File: src/sv/ljpf_pkg.sv
// Shared constants, codes and types of the Lennard-Jones pair force accumulator.
// No dependencies; the multiplier and top level use it by scoped names.
package ljpf_pkg;

  localparam int MAX_PARTICLES_DEF = 1024;
  localparam int HIST_BINS_DEF     = 256;

  localparam int CFG_AW = 5;
  localparam int MUL_W  = 64;

  typedef enum logic [1:0] {
    CMD_CLEAR = 2'd0,
    CMD_PAIR  = 2'd1,
    CMD_READ  = 2'd2,
    CMD_NOP   = 2'd3
  } cmd_t;

  localparam logic [2:0] REG_BOX_X     = 3'd0;
  localparam logic [2:0] REG_BOX_Y     = 3'd1;
  localparam logic [2:0] REG_BOX_Z     = 3'd2;
  localparam logic [2:0] REG_CUTOFF_SQ = 3'd3;
  localparam logic [2:0] REG_FOUR_EPS  = 3'd4;
  localparam logic [2:0] REG_SIGMA6    = 3'd5;
  localparam logic [2:0] REG_SHIFT     = 3'd6;
  localparam logic [2:0] REG_INV_BIN   = 3'd7;

  localparam logic [30:0] BOX_RST      = 31'd655360;
  localparam logic [31:0] CUTOFF_RST   = 32'd403046;
  localparam logic [31:0] FOUR_EPS_RST = 32'd262144;
  localparam logic [31:0] SIGMA6_RST   = 32'd65536;
  localparam logic [31:0] SHIFT_RST    = 32'd0;
  localparam logic [31:0] INV_BIN_RST  = 32'd655360;

  typedef struct packed {
    logic busy;
    logic done;
  } mul_stat_t;

endpackage

File: src/sv/ljpf_mul.sv
// Iterative 64x64 unsigned multiplier, one 32x32 partial product per cycle.
// Depends on ljpf_pkg for the operand width and the status struct.
module ljpf_mul (
  input  logic                          clk,
  input  logic                          rst_n,
  input  logic                          start,
  input  logic [ljpf_pkg::MUL_W-1:0]    a,
  input  logic [ljpf_pkg::MUL_W-1:0]    b,
  output logic [2*ljpf_pkg::MUL_W-1:0]  prod,
  output ljpf_pkg::mul_stat_t           stat
);

  localparam int HW = ljpf_pkg::MUL_W / 2;

  logic [ljpf_pkg::MUL_W-1:0]   a_r, b_r;
  logic [2*ljpf_pkg::MUL_W-1:0] acc_r;
  logic [1:0]                   step_r;
  logic                         busy_r, done_r;
  logic [HW-1:0]                a_h, b_h;
  logic [ljpf_pkg::MUL_W-1:0]   pp;
  logic [2*ljpf_pkg::MUL_W-1:0] pp_ext;

  // step 0: lo*lo, 1: lo*hi, 2: hi*lo, 3: hi*hi
  assign a_h = step_r[1] ? a_r[ljpf_pkg::MUL_W-1:HW] : a_r[HW-1:0];
  assign b_h = step_r[0] ? b_r[ljpf_pkg::MUL_W-1:HW] : b_r[HW-1:0];
  assign pp  = a_h * b_h;

  always_comb begin
    unique case (step_r)
      2'd0:    pp_ext = {{ljpf_pkg::MUL_W{1'b0}}, pp};
      2'd3:    pp_ext = {pp, {ljpf_pkg::MUL_W{1'b0}}};
      default: pp_ext = {{HW{1'b0}}, pp, {HW{1'b0}}};
    endcase
  end

  always_ff @(posedge clk) begin
    if (!rst_n) begin
      busy_r <= 1'b0;
      done_r <= 1'b0;
      step_r <= 2'd0;
    end else begin
      done_r <= 1'b0;
      if (start) begin
        a_r    <= a;
        b_r    <= b;
        acc_r  <= '0;
        step_r <= 2'd0;
        busy_r <= 1'b1;
      end else if (busy_r) begin
        acc_r  <= acc_r + pp_ext;
        step_r <= step_r + 2'd1;
        if (step_r == 2'd3) begin
          busy_r <= 1'b0;
          done_r <= 1'b1;
        end
      end
    end
  end

  assign prod      = acc_r;
  assign stat.busy = busy_r;
  assign stat.done = done_r;

endmodule
File: config.mk
export PLATFORM = sky130hd
export DESIGN_NAME = ljpf_mul
export DESIGN_NICKNAME = d
export VERILOG_FILES = /design/src/sv/ljpf_pkg.sv /design/src/sv/ljpf_mul.sv
export SDC_FILE = /design/constraint.sdc
export NUM_CORES = 2
export LEC_CHECK = 0
export BUFFER_PORTS_ARGS = -buffer_cell sky130_fd_sc_hd__buf_2
export CAP_MARGIN = 20
export CORE_MARGIN = 2
export CORE_UTILIZATION = 35
export CTS_BUF_LIST = sky130_fd_sc_hd__clkbuf_4 sky130_fd_sc_hd__clkbuf_8 sky130_fd_sc_hd__clkbuf_16
export CTS_CLUSTER_DIAMETER = 40
export DETAILED_ROUTE_END_ITERATION = 8
export SLEW_MARGIN = 10
export SYNTH_ARGS = -nofsm -noshare
export SYNTH_HDL_FRONTEND = slang
export SYNTH_SLANG_ARGS = --single-unit
export TNS_END_PERCENT = 50
File: constraint.sdc
create_clock -name clk -period 20.2 [get_ports clk]
set_clock_uncertainty 0.2 [all_clocks]
set_input_delay 2.02 -clock clk [delete_from_list [all_inputs] [get_ports clk]]
set_output_delay 2.02 -clock clk [all_outputs]
set_load 0.01 [all_outputs]
==> flow_metrics.tcl <==
set metrics [dict create \
    status "finished, final reports clean" \
    finish.utilization 0.391 \
    drv_cap 0 \
    track_usage 0.261 \
    reg2reg_setup_slack_ns 5.97 \
    area_delta_synth_final_pct 11.3 \
    nets 7250 \
    first_pass_iters 6 \
    hold_path_class "register to register" \
    max_freq_mhz 70.3 \
    grt_pass1_wl_mm 286 \
    rsz0062_at_grt "false" \
    core_area_um2 145000 \
    worstMarginPinSlew_ns 1.19 \
    routedWlPerCell_um 24.8 \
    gr-total-overflow 0 \
    die_area_um2 149000 \
    ant_nets 0 \
    cp_slowest_cell "mux2_1" \
    syn_inst 5683 \
    setup_violations 0 \
    max_stage_delay_ns 0.88 \
    synth_compound_area_frac 0.101 \
    cts_sinks 260 \
    drc_errors 0 \
    synth_area_leaders "fa_1 35%, edfxtp_1 15%, ha_1 9.8%" \
    port_buffers 260 \
    ys_types 84 \
    clk_latency_ns 0.71 \
    via_per_inst 5.49 \
    drive_gt1_frac 0.101 \
    cts.clk_slew.worst_paths_ns 0.06 \
    worstHoldStart "busy_r" \
    synth-xor-area-share 0.0314 \
    grt_use_met1 0.356 \
    r2r_end "prod[119]" \
    grt_pass1_vias 43600 \
    synth_top_area_share 0.352 \
    path_buf_inv 4 \
    drv_slew 0 \
    path_depth 38 \
    numCtsBuffers 60 \
    final_area_um2 56700 \
    cts_tree "done" \
    critPathMostFrequentCell "fa_1" \
    use_met3 0.0627 \
    num_io_pins 261 \
    grt_max_degree 71 \
    synth-seq-area-share 0.152 \
    grtUsageMet2 0.394 \
    fin_crit_ns 14.23 \
    postCtsSetupBuffers 0 \
    routabilityCongestion 0.989 \
    drt-total-wl_mm 194 \
    hpwl_mm 155 \
    vias 42800 \
    ys_seq_elements 260 \
    endpoint_kind "register" \
    grt_antenna_before_repair 5 \
    drtIter0Drc 4056 \
    worst_setup_path_start_kind "register" \
    fp.dieH_um 386 \
    ys.warnings.count 0 \
    r2r_cells 38 \
    cts_hold_buf 0 \
    rows 140 \
    timing_hold_violations_final 0 \
    synth_common_cells "919 x inv_1, 897 x fa_1, 850 x nor2_1, 618 x nand2_1, 399 x ha_1" \
    arrival_ns 14.46 \
    synth_top_family_by_area "adder cells" \
    setup_tns_ns 0 \
    crit_type "register to register" \
    cts_root_buf "clkbuf_16" \
    yosysTopAreaCell "fa_1" \
    crit_fanout 34 \
    clk_path_buf_depth 3 \
    min_to "done_r" \
    initial_core_util 0.351 \
    synthMuxAreaShare 0.0267 \
    place_area_um2 54600 \
    synth-main-ff-cell "edfxtp_1" \
    async_flop_share 0 \
    avgSynthCellArea_um2 8.97 \
    reg2reg_from "step_r[0]" \
    period_share 0.705 \
    htree_num_levels 2 \
    synth_nets 7110 \
    synth_fa_ha_area_frac 0.450 \
    syn_area_um2 51000 \
    holdPathStages 2 \
    busiest_layer "met2" \
    cts_resized 0 \
    synth.most_common_cell "inv_1" \
    cp.required_ns 20.43 \
    synth_edf_count 256 \
    synthSimpleGateAreaFrac 0.150 \
    cp_top_family "adder cells" \
    dieWidth_um 386 \
    max_slew_margin 0.201 \
]
-- stage by stage --
step	hold slack [ns]	setup slack, ns	instances
CTS	0.359	6.06	7790
detailed placement	0.323	6.09	7678
global placement	0.325	6.18	7676
global route	0.378	5.48	7792
finish	0.364	5.97	7792
floorplan	0.272	8.44	5683
-- how the worst max path moves through the flow --
stage	start	to
global placement	step_r[0]	prod[119]
global route	step_r[0]	prod[119]
floorplan	step_r[1]	prod[119]
detailed placement	step_r[0]	prod[119]
CTS	step_r[0]	prod[119]
finish	step_r[0]	prod[119]
-- worst reg2reg max path, delay by kind of cell (launching register included) --
| kind | cells | cell delay, ns |
|---|---|---|
| XOR/XNOR | 1 | 0.43 |
| multiplexers | 2 | 1.29 |
| AO/OA/AOI/OAI | 13 | 3.45 |
| flip-flops | 1 | 0.69 |
| adder cells (fa/ha/maj) | 10 | 5.02 |
| AND/OR/NAND/NOR | 8 | 1.99 |
| buffers and inverters | 4 | 0.94 |
-- cell type report --
class                           instances  area (um^2)
Antenna cell                            2         5.00
Clock buffer                           68         1560
Clock inverter                         44          562
Fill cell                           14600        88500
Inverter                              919         3450
Multi-Input combinational cell       4232        39000
Sequential cell                       260         7770
Tap cell                             1917         2400
Timing Repair Buffer                  350         2020
-- metal layers --
metal  share of wire  up-vias  wire (um)
met5         0.00011        -         22
met1            0.41    21700      80300
li1                -    18500          -
met4           0.050        4       9740
met3            0.10      391      19600
met2            0.43     2254      83900
-- flip-flops by register name, indices dropped and copies added (netlist names) --
name and flops:
busy_r 1, done_r 1, prod 128, b_r 64, step_r 2, a_r 64
-- cell families after synthesis --
group           count (synthesis)
simple gates                 1813
fa+ha+maj                    1296
buf+inv                      1191
compound gates                814
flops                         260
xor+xnor                      181
mux                           128
-- cells in the final DEF, fill, tap and decap left out, drive strengths merged, types with 17 or more instances in the layout --
cell type,n
a31oi,17
nand2b,20
xnor2,114
nand4,86
buf,350
a21o,86
inv,926
nor2,850
and2,70
a22o,36
nor3,41
nand2,619
fa,897
mux2i,62
xor2,66
ha,399
nand3,27
a21oi,282
clkbuf,68
clkinv,25
a211oi,17
edfxtp,256
o21ai,164
o21a,32
o21bai,57
nor2b,21
mux2,66
Power is not shown: default switching activity piles up to over one toggle a cycle in this logic, so the estimate is an artifact.
